==> src/xycf_pkg.sv <==
// Shared types and constants for the x,y color fade engine.
package xycf_pkg;

  localparam int COORD_BITS   = 16;
  localparam int ELAPSED_BITS = 16;
  localparam int TIME_BITS    = 27;
  localparam int PROD_BITS    = ELAPSED_BITS + COORD_BITS;
  localparam int DIV_CNT_BITS = $clog2(PROD_BITS);
  localparam int REG_IDX_BITS = 2;

  localparam logic [TIME_BITS-1:0] FADE_TIME_MIN = TIME_BITS'(100);

  typedef logic [COORD_BITS-1:0]   coord_t;
  typedef logic [ELAPSED_BITS-1:0] elapsed_t;
  typedef logic [TIME_BITS-1:0]    fade_ms_t;
  typedef logic [PROD_BITS-1:0]    prod_t;

  typedef enum logic [1:0] {
    OP_TICK    = 2'd0,
    OP_PRESENT = 2'd1,
    OP_COMMAND = 2'd2
  } op_t;

  typedef enum logic [1:0] {
    CMD_NONE  = 2'd0,
    CMD_FADE  = 2'd1,
    CMD_STOP  = 2'd2,
    CMD_OTHER = 2'd3
  } cmd_kind_t;

  localparam logic [REG_IDX_BITS-1:0] REG_FADE_ON_WRITE     = 2'd0;
  localparam logic [REG_IDX_BITS-1:0] REG_DEFAULT_FADE_TIME = 2'd1;
  localparam logic [REG_IDX_BITS-1:0] REG_WRITE_ENABLE      = 2'd2;

  typedef struct packed {
    logic load_item;
    logic prep;
    logic div_start;
    logic commit_simple;
    logic commit_interp;
    logic load_result;
  } ctrl_cmd_t;

  typedef struct packed {
    logic need_div;
    logic div_busy;
  } dp_status_t;

endpackage

==> src/xycf_item_if.sv <==
// Input item channel: valid/ready plus the item fields.
interface xycf_item_if import xycf_pkg::*; ();
  logic                 valid;
  logic                 ready;
  logic [1:0]           op;
  logic [ELAPSED_BITS-1:0] elapsed_ms;
  logic [COORD_BITS-1:0] color_x;
  logic [COORD_BITS-1:0] color_y;
  logic [1:0]           command_kind;
  logic [TIME_BITS-1:0] command_fade_time;

  modport source (output valid, op, elapsed_ms, color_x, color_y, command_kind,
                  command_fade_time, input ready);
  modport sink (input valid, op, elapsed_ms, color_x, color_y, command_kind,
                command_fade_time, output ready);
endinterface

==> src/xycf_result_if.sv <==
// Result channel: valid/ready plus the reported color state.
interface xycf_result_if import xycf_pkg::*; ();
  logic                  valid;
  logic                  ready;
  logic [COORD_BITS-1:0] tracking_x;
  logic [COORD_BITS-1:0] tracking_y;
  logic [COORD_BITS-1:0] present_x;
  logic [COORD_BITS-1:0] present_y;
  logic                  fade_active;
  logic                  write_denied;

  modport source (output valid, tracking_x, tracking_y, present_x, present_y,
                  fade_active, write_denied, input ready);
  modport sink (input valid, tracking_x, tracking_y, present_x, present_y,
                fade_active, write_denied, output ready);
endinterface

==> src/xycf_div.sv <==
// Restoring divider, one quotient bit per cycle.
module xycf_div import xycf_pkg::*; (
  input  logic     clk,
  input  logic     rst,
  input  logic     start,
  input  prod_t    dividend,
  input  fade_ms_t divisor,
  output logic     busy,
  output coord_t   quotient
);

  logic [TIME_BITS-1:0]    rem;
  prod_t                   quo;
  fade_ms_t                dvs;
  logic [DIV_CNT_BITS-1:0] cnt;
  logic [TIME_BITS:0]      trial;
  logic                    fits;

  assign trial = {rem, quo[PROD_BITS-1]};
  assign fits  = trial >= {1'b0, dvs};

  always_ff @(posedge clk) begin
    if (rst) begin
      busy <= 1'b0;
      cnt  <= '0;
    end else if (start) begin
      busy <= 1'b1;
      cnt  <= '0;
    end else if (busy) begin
      cnt <= cnt + 1'b1;
      if (cnt == DIV_CNT_BITS'(PROD_BITS - 1)) begin
        busy <= 1'b0;
      end
    end
  end

  always_ff @(posedge clk) begin
    if (start) begin
      rem <= '0;
      quo <= dividend;
      dvs <= divisor;
    end else if (busy) begin
      rem <= fits ? TIME_BITS'(trial - {1'b0, dvs}) : trial[TIME_BITS-1:0];
      quo <= {quo[PROD_BITS-2:0], fits};
    end
  end

  // quotient is below the distance, so the low bits carry all of it
  assign quotient = quo[COORD_BITS-1:0];

endmodule

==> src/xycf_datapath.sv <==
// Color state, config registers, interpolation lanes and result register.
module xycf_datapath import xycf_pkg::*; (
  input  logic                    clk,
  input  logic                    rst,
  input  logic                    cfg_write,
  input  logic [REG_IDX_BITS-1:0] cfg_index,
  input  logic [TIME_BITS-1:0]    cfg_data,
  input  ctrl_cmd_t               cmd,
  output dp_status_t              status,
  input  logic [1:0]              op,
  input  elapsed_t                elapsed_ms,
  input  coord_t                  color_x,
  input  coord_t                  color_y,
  input  logic [1:0]              command_kind,
  input  fade_ms_t                command_fade_time,
  output coord_t                  res_tracking_x,
  output coord_t                  res_tracking_y,
  output coord_t                  res_present_x,
  output coord_t                  res_present_y,
  output logic                    res_fade_active,
  output logic                    res_write_denied
);

  // config
  logic     fade_on_write;
  fade_ms_t dflt_fade_ms;
  logic     write_enable;

  // latched item
  logic [1:0] op_q;
  elapsed_t   ms_q;
  coord_t     cx_q, cy_q;
  logic [1:0] kind_q;
  fade_ms_t   cft_q;

  // color state
  coord_t    present_x, present_y;
  coord_t    tracking_x, tracking_y;
  coord_t    target_x, target_y;
  fade_ms_t  remaining;
  cmd_kind_t cmd_state;
  logic      progress;
  logic      denied;

  // interpolation lanes
  coord_t dist_x, dist_y;
  logic   up_x, up_y;
  logic   busy_x, busy_y;
  coord_t step_x, step_y;
  prod_t  prod_x, prod_y;

  logic snap_now;
  logic at_target;

  always_ff @(posedge clk) begin
    if (rst) begin
      fade_on_write <= 1'b1;
      dflt_fade_ms  <= FADE_TIME_MIN;
      write_enable  <= 1'b0;
    end else if (cfg_write) begin
      unique case (cfg_index)
        REG_FADE_ON_WRITE:     fade_on_write <= cfg_data[0];
        REG_DEFAULT_FADE_TIME: dflt_fade_ms  <= cfg_data;
        REG_WRITE_ENABLE:      write_enable  <= cfg_data[0];
        default: ;
      endcase
    end
  end

  always_ff @(posedge clk) begin
    if (cmd.load_item) begin
      op_q   <= op;
      ms_q   <= elapsed_ms;
      cx_q   <= color_x;
      cy_q   <= color_y;
      kind_q <= command_kind;
      cft_q  <= command_fade_time;
    end
  end

  assign at_target = (tracking_x == target_x) && (tracking_y == target_y);
  assign snap_now  = (TIME_BITS'(ms_q) >= remaining) || at_target;

  assign status.need_div = (op_q == OP_TICK) && (cmd_state == CMD_FADE) && !snap_now;
  assign status.div_busy = busy_x || busy_y;

  always_ff @(posedge clk) begin
    if (cmd.prep) begin
      up_x   <= target_x >= tracking_x;
      up_y   <= target_y >= tracking_y;
      dist_x <= (target_x >= tracking_x) ? target_x - tracking_x : tracking_x - target_x;
      dist_y <= (target_y >= tracking_y) ? target_y - tracking_y : tracking_y - target_y;
    end
  end

  assign prod_x = PROD_BITS'(ms_q) * PROD_BITS'(dist_x);
  assign prod_y = PROD_BITS'(ms_q) * PROD_BITS'(dist_y);

  xycf_div u_div_x (
    .clk      (clk),
    .rst      (rst),
    .start    (cmd.div_start),
    .dividend (prod_x),
    .divisor  (remaining),
    .busy     (busy_x),
    .quotient (step_x)
  );

  xycf_div u_div_y (
    .clk      (clk),
    .rst      (rst),
    .start    (cmd.div_start),
    .dividend (prod_y),
    .divisor  (remaining),
    .busy     (busy_y),
    .quotient (step_y)
  );

  always_ff @(posedge clk) begin
    if (rst) begin
      present_x  <= '0;
      present_y  <= '0;
      tracking_x <= '0;
      tracking_y <= '0;
      target_x   <= '1;
      target_y   <= '1;
      remaining  <= FADE_TIME_MIN;
      cmd_state  <= CMD_FADE;
      progress   <= 1'b0;
      denied     <= 1'b0;
    end else if (cmd.commit_interp) begin
      tracking_x <= up_x ? tracking_x + step_x : tracking_x - step_x;
      tracking_y <= up_y ? tracking_y + step_y : tracking_y - step_y;
      remaining  <= remaining - TIME_BITS'(ms_q);
      progress   <= 1'b1;
      denied     <= 1'b0;
    end else if (cmd.commit_simple) begin
      denied <= 1'b0;
      unique case (op_q)
        OP_TICK: begin
          unique case (cmd_state)
            CMD_NONE, CMD_STOP: progress <= 1'b0;
            CMD_FADE: begin
              // only reached here when snapping to the target
              tracking_x <= target_x;
              tracking_y <= target_y;
              progress   <= 1'b0;
              cmd_state  <= CMD_STOP;
              remaining  <= '0;
            end
            CMD_OTHER: ;
          endcase
        end
        OP_PRESENT: begin
          present_x <= cx_q;
          present_y <= cy_q;
          target_x  <= cx_q;
          target_y  <= cy_q;
          remaining <= fade_on_write ? dflt_fade_ms : '0;
          cmd_state <= CMD_FADE;
        end
        OP_COMMAND: begin
          if (write_enable) begin
            cmd_state <= cmd_kind_t'(kind_q);
            target_x  <= cx_q;
            target_y  <= cy_q;
            remaining <= cft_q;
          end else begin
            denied <= 1'b1;
          end
        end
        default: ;
      endcase
    end
  end

  always_ff @(posedge clk) begin
    if (cmd.load_result) begin
      res_tracking_x   <= tracking_x;
      res_tracking_y   <= tracking_y;
      res_present_x    <= present_x;
      res_present_y    <= present_y;
      res_fade_active  <= progress;
      res_write_denied <= denied;
    end
  end

endmodule

==> src/xycf_ctrl.sv <==
// Sequencer for one item: latch, decide, multiply and divide when interpolating, report.
module xycf_ctrl import xycf_pkg::*; (
  input  logic       clk,
  input  logic       rst,
  input  logic       item_valid,
  output logic       item_ready,
  output logic       result_valid,
  input  logic       result_ready,
  input  dp_status_t status,
  output ctrl_cmd_t  cmd
);

  typedef enum logic [4:0] {
    S_IDLE   = 5'b00001,
    S_DECIDE = 5'b00010,
    S_MUL    = 5'b00100,
    S_DIV    = 5'b01000,
    S_EMIT   = 5'b10000
  } state_t;

  state_t state, state_next;
  logic   result_valid_next;
  logic   slot_free;

  assign item_ready = (state == S_IDLE);
  assign slot_free  = !result_valid || result_ready;

  always_comb begin
    state_next = state;
    cmd        = '0;
    unique case (state)
      S_IDLE: begin
        if (item_valid) begin
          cmd.load_item = 1'b1;
          state_next    = S_DECIDE;
        end
      end
      S_DECIDE: begin
        if (status.need_div) begin
          cmd.prep   = 1'b1;
          state_next = S_MUL;
        end else begin
          cmd.commit_simple = 1'b1;
          state_next        = S_EMIT;
        end
      end
      S_MUL: begin
        cmd.div_start = 1'b1;
        state_next    = S_DIV;
      end
      S_DIV: begin
        if (!status.div_busy) begin
          cmd.commit_interp = 1'b1;
          state_next        = S_EMIT;
        end
      end
      S_EMIT: begin
        if (slot_free) begin
          cmd.load_result = 1'b1;
          state_next      = S_IDLE;
        end
      end
      default: state_next = S_IDLE;
    endcase
  end

  always_comb begin
    result_valid_next = result_valid;
    if (cmd.load_result) begin
      result_valid_next = 1'b1;
    end else if (result_ready) begin
      result_valid_next = 1'b0;
    end
  end

  always_ff @(posedge clk) begin
    if (rst) begin
      state        <= S_IDLE;
      result_valid <= 1'b0;
    end else begin
      state        <= state_next;
      result_valid <= result_valid_next;
    end
  end

endmodule

==> src/xy_color_fade_engine.sv <==
// x,y color fade engine: each item (timer tick, present-value write or color
// command write) yields exactly one result beat showing the tracking and present
// colors, the fade flag and a write-refused flag after the item. Writes and ticks
// that need no interpolation skip the multiply and divide states. A tick that
// moves the tracking color has its two coordinates divided in parallel by
// restoring dividers (elapsed * distance / remaining). Items are taken one at a
// time. A result beat that is not taken holds the engine only when the next
// result is ready to be written. A new item is accepted as soon as the previous
// result sits in the output register, even if that beat has not yet been taken.
// Config writes are taken at any time but should only be made while the block
// is idle.
module xy_color_fade_engine import xycf_pkg::*; (
  input  logic                    clk,
  input  logic                    rst,
  input  logic                    cfg_write,
  input  logic [REG_IDX_BITS-1:0] cfg_index,
  input  logic [TIME_BITS-1:0]    cfg_data,
  xycf_item_if.sink               item,
  xycf_result_if.source           result
);

  ctrl_cmd_t  cmd;
  dp_status_t status;

  xycf_ctrl u_ctrl (
    .clk          (clk),
    .rst          (rst),
    .item_valid   (item.valid),
    .item_ready   (item.ready),
    .result_valid (result.valid),
    .result_ready (result.ready),
    .status       (status),
    .cmd          (cmd)
  );

  xycf_datapath u_dp (
    .clk               (clk),
    .rst               (rst),
    .cfg_write         (cfg_write),
    .cfg_index         (cfg_index),
    .cfg_data          (cfg_data),
    .cmd               (cmd),
    .status            (status),
    .op                (item.op),
    .elapsed_ms        (item.elapsed_ms),
    .color_x           (item.color_x),
    .color_y           (item.color_y),
    .command_kind      (item.command_kind),
    .command_fade_time (item.command_fade_time),
    .res_tracking_x    (result.tracking_x),
    .res_tracking_y    (result.tracking_y),
    .res_present_x     (result.present_x),
    .res_present_y     (result.present_y),
    .res_fade_active   (result.fade_active),
    .res_write_denied  (result.write_denied)
  );

endmodule

==> src/flat_wrapper.sv <==
// flat-port wrapper written by rule: the top's interface ports become plain ports
module xy_color_fade_engine_flat import xycf_pkg::*;
  (clk, rst, cfg_write, cfg_index, cfg_data, item_valid, item_op, item_elapsed_ms, item_color_x, item_color_y, item_command_kind, item_command_fade_time, item_ready, result_valid, result_tracking_x, result_tracking_y, result_present_x, result_present_y, result_fade_active, result_write_denied, result_ready);
  xycf_item_if item_i ();
  xycf_result_if result_i ();
  input  logic clk;
  input  logic rst;
  input  logic cfg_write;
  input  logic [REG_IDX_BITS-1:0] cfg_index;
  input  logic [TIME_BITS-1:0] cfg_data;
  input wire logic [$bits(item_i.valid)-1:0] item_valid;
  input wire logic [$bits(item_i.op)-1:0] item_op;
  input wire logic [$bits(item_i.elapsed_ms)-1:0] item_elapsed_ms;
  input wire logic [$bits(item_i.color_x)-1:0] item_color_x;
  input wire logic [$bits(item_i.color_y)-1:0] item_color_y;
  input wire logic [$bits(item_i.command_kind)-1:0] item_command_kind;
  input wire logic [$bits(item_i.command_fade_time)-1:0] item_command_fade_time;
  output wire logic [$bits(item_i.ready)-1:0] item_ready;
  output wire logic [$bits(result_i.valid)-1:0] result_valid;
  output wire logic [$bits(result_i.tracking_x)-1:0] result_tracking_x;
  output wire logic [$bits(result_i.tracking_y)-1:0] result_tracking_y;
  output wire logic [$bits(result_i.present_x)-1:0] result_present_x;
  output wire logic [$bits(result_i.present_y)-1:0] result_present_y;
  output wire logic [$bits(result_i.fade_active)-1:0] result_fade_active;
  output wire logic [$bits(result_i.write_denied)-1:0] result_write_denied;
  input wire logic [$bits(result_i.ready)-1:0] result_ready;
  assign item_i.valid = item_valid;
  assign item_i.op = item_op;
  assign item_i.elapsed_ms = item_elapsed_ms;
  assign item_i.color_x = item_color_x;
  assign item_i.color_y = item_color_y;
  assign item_i.command_kind = item_command_kind;
  assign item_i.command_fade_time = item_command_fade_time;
  assign item_ready = item_i.ready;
  assign result_valid = result_i.valid;
  assign result_tracking_x = result_i.tracking_x;
  assign result_tracking_y = result_i.tracking_y;
  assign result_present_x = result_i.present_x;
  assign result_present_y = result_i.present_y;
  assign result_fade_active = result_i.fade_active;
  assign result_write_denied = result_i.write_denied;
  assign result_i.ready = result_ready;
  xy_color_fade_engine u_core (.clk(clk), .rst(rst), .cfg_write(cfg_write), .cfg_index(cfg_index), .cfg_data(cfg_data), .item(item_i), .result(result_i));
endmodule
==> config.mk <==
export PLATFORM = sky130hd
export DESIGN_NAME = xy_color_fade_engine_flat
export DESIGN_NICKNAME = d
export VERILOG_FILES = /design/src/xycf_pkg.sv /design/src/xycf_item_if.sv /design/src/xycf_result_if.sv /design/src/xycf_div.sv /design/src/xycf_datapath.sv /design/src/xycf_ctrl.sv /design/src/xy_color_fade_engine.sv /design/src/flat_wrapper.sv
export SDC_FILE = /design/constraint.sdc
export NUM_CORES = 2
export LEC_CHECK = 0
export BUFFER_PORTS_ARGS = -buffer_cell sky130_fd_sc_hd__buf_2
export CAP_MARGIN = 15
export CELL_PAD_IN_SITES_DETAIL_PLACEMENT = 1
export CELL_PAD_IN_SITES_GLOBAL_PLACEMENT = 1
export CORE_MARGIN = 2
export CORE_UTILIZATION = 54
export CTS_CLUSTER_SIZE = 40
export DETAILED_ROUTE_END_ITERATION = 8
export HOLD_SLACK_MARGIN = 0.05
export PLACE_DENSITY = 0.85
export SETUP_SLACK_MARGIN = 0.15
export SLEW_MARGIN = 25
export SYNTH_ARGS = -nofsm -noshare
export SYNTH_HDL_FRONTEND = slang
export SYNTH_HIERARCHICAL = 1
export SYNTH_SLANG_ARGS = --single-unit
==> constraint.sdc <==
create_clock -name clk -period 17.5 [get_ports clk]
set_input_delay 2.625 -clock clk [delete_from_list [all_inputs] [get_ports clk]]
set_output_delay 2.625 -clock clk [all_outputs]
set_load 0.02 [all_outputs]
==> results.json <==
{
  "synthArstFlopShare": 0,
  "cts_num_sinks": 525,
  "holdBufCountCts": 0,
  "nets": 5737,
  "fillers": 9438,
  "die_area_um2": 86200,
  "die_h_um": 294,
  "r2r_end": "u_core/u_dp/u_div_y/quo[29]$_DFFE_PP_",
  "maxCapViolCount": 0,
  "drc": 0,
  "ctsResizeCount": 0,
  "synth-edff-count": 297,
  "grt_usage": 0.326,
  "reg2reg_depth": 22,
  "fin_area_um2": 48900,
  "tns_ps": 0,
  "insertion_delay_ps": 690,
  "cts.clk_slew.worst_paths_ps": 60,
  "clockRootBuffer": "clkbuf_16",
  "placed_cell_area_um2": 46800,
  "die_w_um": 294,
  "cts_setup_buffers": 0,
  "fin_crit_sh": 0.411,
  "dp_hpwl_um": 103000,
  "avgSynthCellArea_um2": 9.40,
  "syn_nets": 5712,
  "via_per_inst": 6.03,
  "crit_path_cell_trace": "buf_4 > nand2_1 > fa_1 > inv_1 > fa_1 > ha_1 > inv_1 > fa_1 > fa_1 > inv_1 > fa_1 > ha_1 > nand3_1 > nor2_1 > or4b_1 > nand2_1 > o211ai_1 > a2111oi_1 > nor2_1 > a31oi_1 > o311ai_0 > mux2_2",
  "fp-row-count": 106,
  "start_util": 0.543,
  "p_leak_nw": 21.8,
  "synth_ff_type": "edfxtp_1",
  "tightest_slew_ps": 1030,
  "place_inst": 5865,
  "drt_pass1_iterations": 5,
  "antenna_left": 0,
  "gp_congestion": 0.907,
  "cpMostUsedCell": "fa_1",
  "status": "finished clean",
  "overflow": 0,
  "r2r_slack_ps": 10310,
  "ys_warn_count": 6,
  "grt_pass1_wl_um": 221000,
  "slew_headroom": 0.313,
  "drt_first_iter_violations": 2431,
  "critPathKind": "reg -> reg",
  "stdcell_count": 5982,
  "hold_viol": 0,
  "core_um2": 83400,
  "slowest_stage": "fa_1",
  "syn_area_um2": 45300,
  "cp-start-kind": "flip-flop",
  "fmax_ghz": 0.139,
  "port_buffers": 180,
  "cts_buffer_depth": 3,
  "wirelength_um": 141000,
  "worstPathRequired_ps": 17840,
  "io_pins": 181,
  "crit_start": "u_core/u_dp/ms_q[6]$_DFFE_PP_",
  "ys_ff_latch": 525,
  "fin_worst_skew_ps": 101,
  "areaGrowthSynthToFinish_pct": 7.97,
  "fin_util": 0.586,
  "ys_types": 97,
  "max_stage_delay_ps": 570,
  "vias": 36000,
  "cts_buffers": 60,
  "wl_per_cell_um": 23.5,
  "pre_cts_ws_ps": 10520,
  "hp-class": "reg -> reg",
  "cp.arrival_ps": 7530,
  "grt_pass1_vias": 39200,
  "peakVddDrop_v": 0.000121,
  "ys_seq_area_frac": 0.298,
  "grt_antenna_before_repair": 5,
  "drv_slew": 0,
  "cts_tree": "done",
  "endpoint": "u_core/u_dp/u_div_y/quo[29]$_DFFE_PP_",
  "rsz0062_at_grt": "false",
  "setup_viol": 0,
  "cp_max_fo": 33,
  "drive_gt1_frac": 0.0943,
  "hold_depth": 0,
  "powerDensity_nw_per_um2": 128,
  "r2r_start": "u_core/u_dp/ms_q[6]$_DFFE_PP_",
  "fin_crit_ps": 7190,
  "syn_inst": 4822,
  "grt_max_degree": 71,
  "htreeDepth": 2,
  "worstSetupEndpointType": "flip-flop",
  "worst_slack_ps": 10310
}
-- cell usage after synthesis (87+ instances only) --
master | count | area share
edfxtp_1 | 297 | 0.20
dfxtp_1 | 228 | 0.10
o21ai_0 | 118 | 0.013
ha_1 | 380 | 0.10
and2_1 | 242 | 0.033
a211oi_1 | 102 | 0.017
clkbuf_1 | 189 | 0.016
inv_1 | 652 | 0.054
nand2_1 | 566 | 0.047
xnor2_1 | 111 | 0.021
a21oi_1 | 268 | 0.030
fa_1 | 397 | 0.18
nor2_1 | 275 | 0.023
nor3_1 | 87 | 0.0096
-- registers in the layout, indices dropped and copies added, names as in the netlist, 27 cells and up --
name,flops
u_core/u_dp/u_div_x/rem,27
u_core/u_dp/u_div_y/rem,27
u_core/u_dp/u_div_y/dvs,27
u_core/u_dp/u_div_x/dvs,27
u_core/u_dp/remaining,27
u_core/u_dp/u_div_x/quo,32
u_core/u_dp/dflt_fade_ms,27
u_core/u_dp/u_div_y/quo,32
u_core/u_dp/cft_q,27
-- power by group --
group / internal (mW) / total [mW] / switching (mW) / leakage [nW]
clock network: 0.797 / 1.38 / 0.578 / 1.03
registers: 1.35 / 1.39 / 0.0387 / 4.60
logic: 1.44 / 3.52 / 2.08 / 16.1
total: 3.58 / 6.28 / 2.70 / 21.8
-- layout by cell type, fill, tap and decap left out, types with 85 or more instances in the layout --
| master | netlist | final |
|---|---|---|
| a211oi_1 | 102 | 102 |
| a21oi_1 | 268 | 268 |
| and2_1 | 242 | 242 |
| buf_2 | 19 | 179 |
| dfxtp_1 | 228 | 226 |
| edfxtp_1 | 297 | 297 |
| fa_1 | 397 | 397 |
| ha_1 | 380 | 380 |
| inv_1 | 652 | 652 |
| nand2_1 | 566 | 566 |
| nor2_1 | 275 | 273 |
| nor3_1 | 87 | 85 |
| o21ai_0 | 118 | 118 |
| xnor2_1 | 111 | 111 |
-- routing by layer --
metal | vias to the layer above | global-route usage | part of all wire
met4 | 6 | 0.137 | 0.044
met3 | 357 | 0.0417 | 0.055
li1 | 16100 | - | -
met1 | 18300 | 0.410 | 0.41
met2 | 1231 | 0.567 | 0.49
met5 | - | 0 | 0.00024
-- worst max-delay path, delay by kind of cell, from the launching register on --
kind,cells,cell delay (ps)
buffers and inverters,4,590
flip-flops,1,330
adder cells (fa/ha/maj),7,3150
AND/OR/NAND/NOR,6,1210
AO/OA/AOI/OAI,4,1240
multiplexers,1,300
-- through the flow --
stage	hold slack (ps)	power [mW]
2_1_floorplan	408	3.95
3_3_place_gp	412	4.64
3_5_place_dp	417	4.85
4_1_cts	430	6.27
5_1_grt	445	6.75
6_report	428	6.28
-- how the worst min path moves through the flow --
stage	end	slack (ps)	startpoint
detailed placement	u_core/u_dp/res_present_x[14]$_DFFE_PP_	420	u_core/u_dp/present_x[14]$_SDFFE_PP0P_
global placement	u_core/u_dp/res_present_y[12]$_DFFE_PP_	410	u_core/u_dp/present_y[12]$_SDFFE_PP0P_
finish	u_core/u_dp/res_present_x[14]$_DFFE_PP_	430	u_core/u_dp/present_x[14]$_SDFFE_PP0P_
global route	u_core/u_dp/res_present_x[3]$_DFFE_PP_	440	u_core/u_dp/present_x[3]$_SDFFE_PP0P_
floorplan	u_core/u_dp/res_present_x[0]$_DFFE_PP_	410	u_core/u_dp/present_x[0]$_SDFFE_PP0P_
CTS	u_core/u_dp/res_present_x[14]$_DFFE_PP_	430	u_core/u_dp/present_x[14]$_SDFFE_PP0P_
-- cells by family (layout without fill, tap and decap cells) --
| kind of cell | count (synthesis) | after routing | share of synthesized area |
|---|---|---|---|
| buffers and inverters | 911 | 988 | 0.0800 |
| adder cells (fa/ha/maj) | 777 | 777 | 0.280 |
| other | 0 | 3 | 0 |
| AO/OA/AOI/OAI | 861 | 861 | 0.126 |
| AND/OR/NAND/NOR | 1434 | 1434 | 0.150 |
| XOR/XNOR | 181 | 181 | 0.0350 |
| flip-flops | 525 | 525 | 0.298 |
| multiplexers | 133 | 133 | 0.0316 |
-- layout make-up --
| cell class | count | area, µm² | share of cell area |
|---|---|---|---|
| Tap cell | 1080 | 1350 | 0.0276 |
| Clock inverter | 42 | 549 | 0.0112 |
| Antenna cell | 3 | 7.51 | 0.000153 |
| Clock buffer | 72 | 1610 | 0.0329 |
| Timing Repair Buffer | 221 | 1210 | 0.0248 |
| Inverter | 653 | 2450 | 0.0501 |
| Sequential cell | 525 | 13500 | 0.276 |
| Multi-Input combinational cell | 3386 | 28300 | 0.578 |
Note: power is estimated with default switching activity, not from simulation.
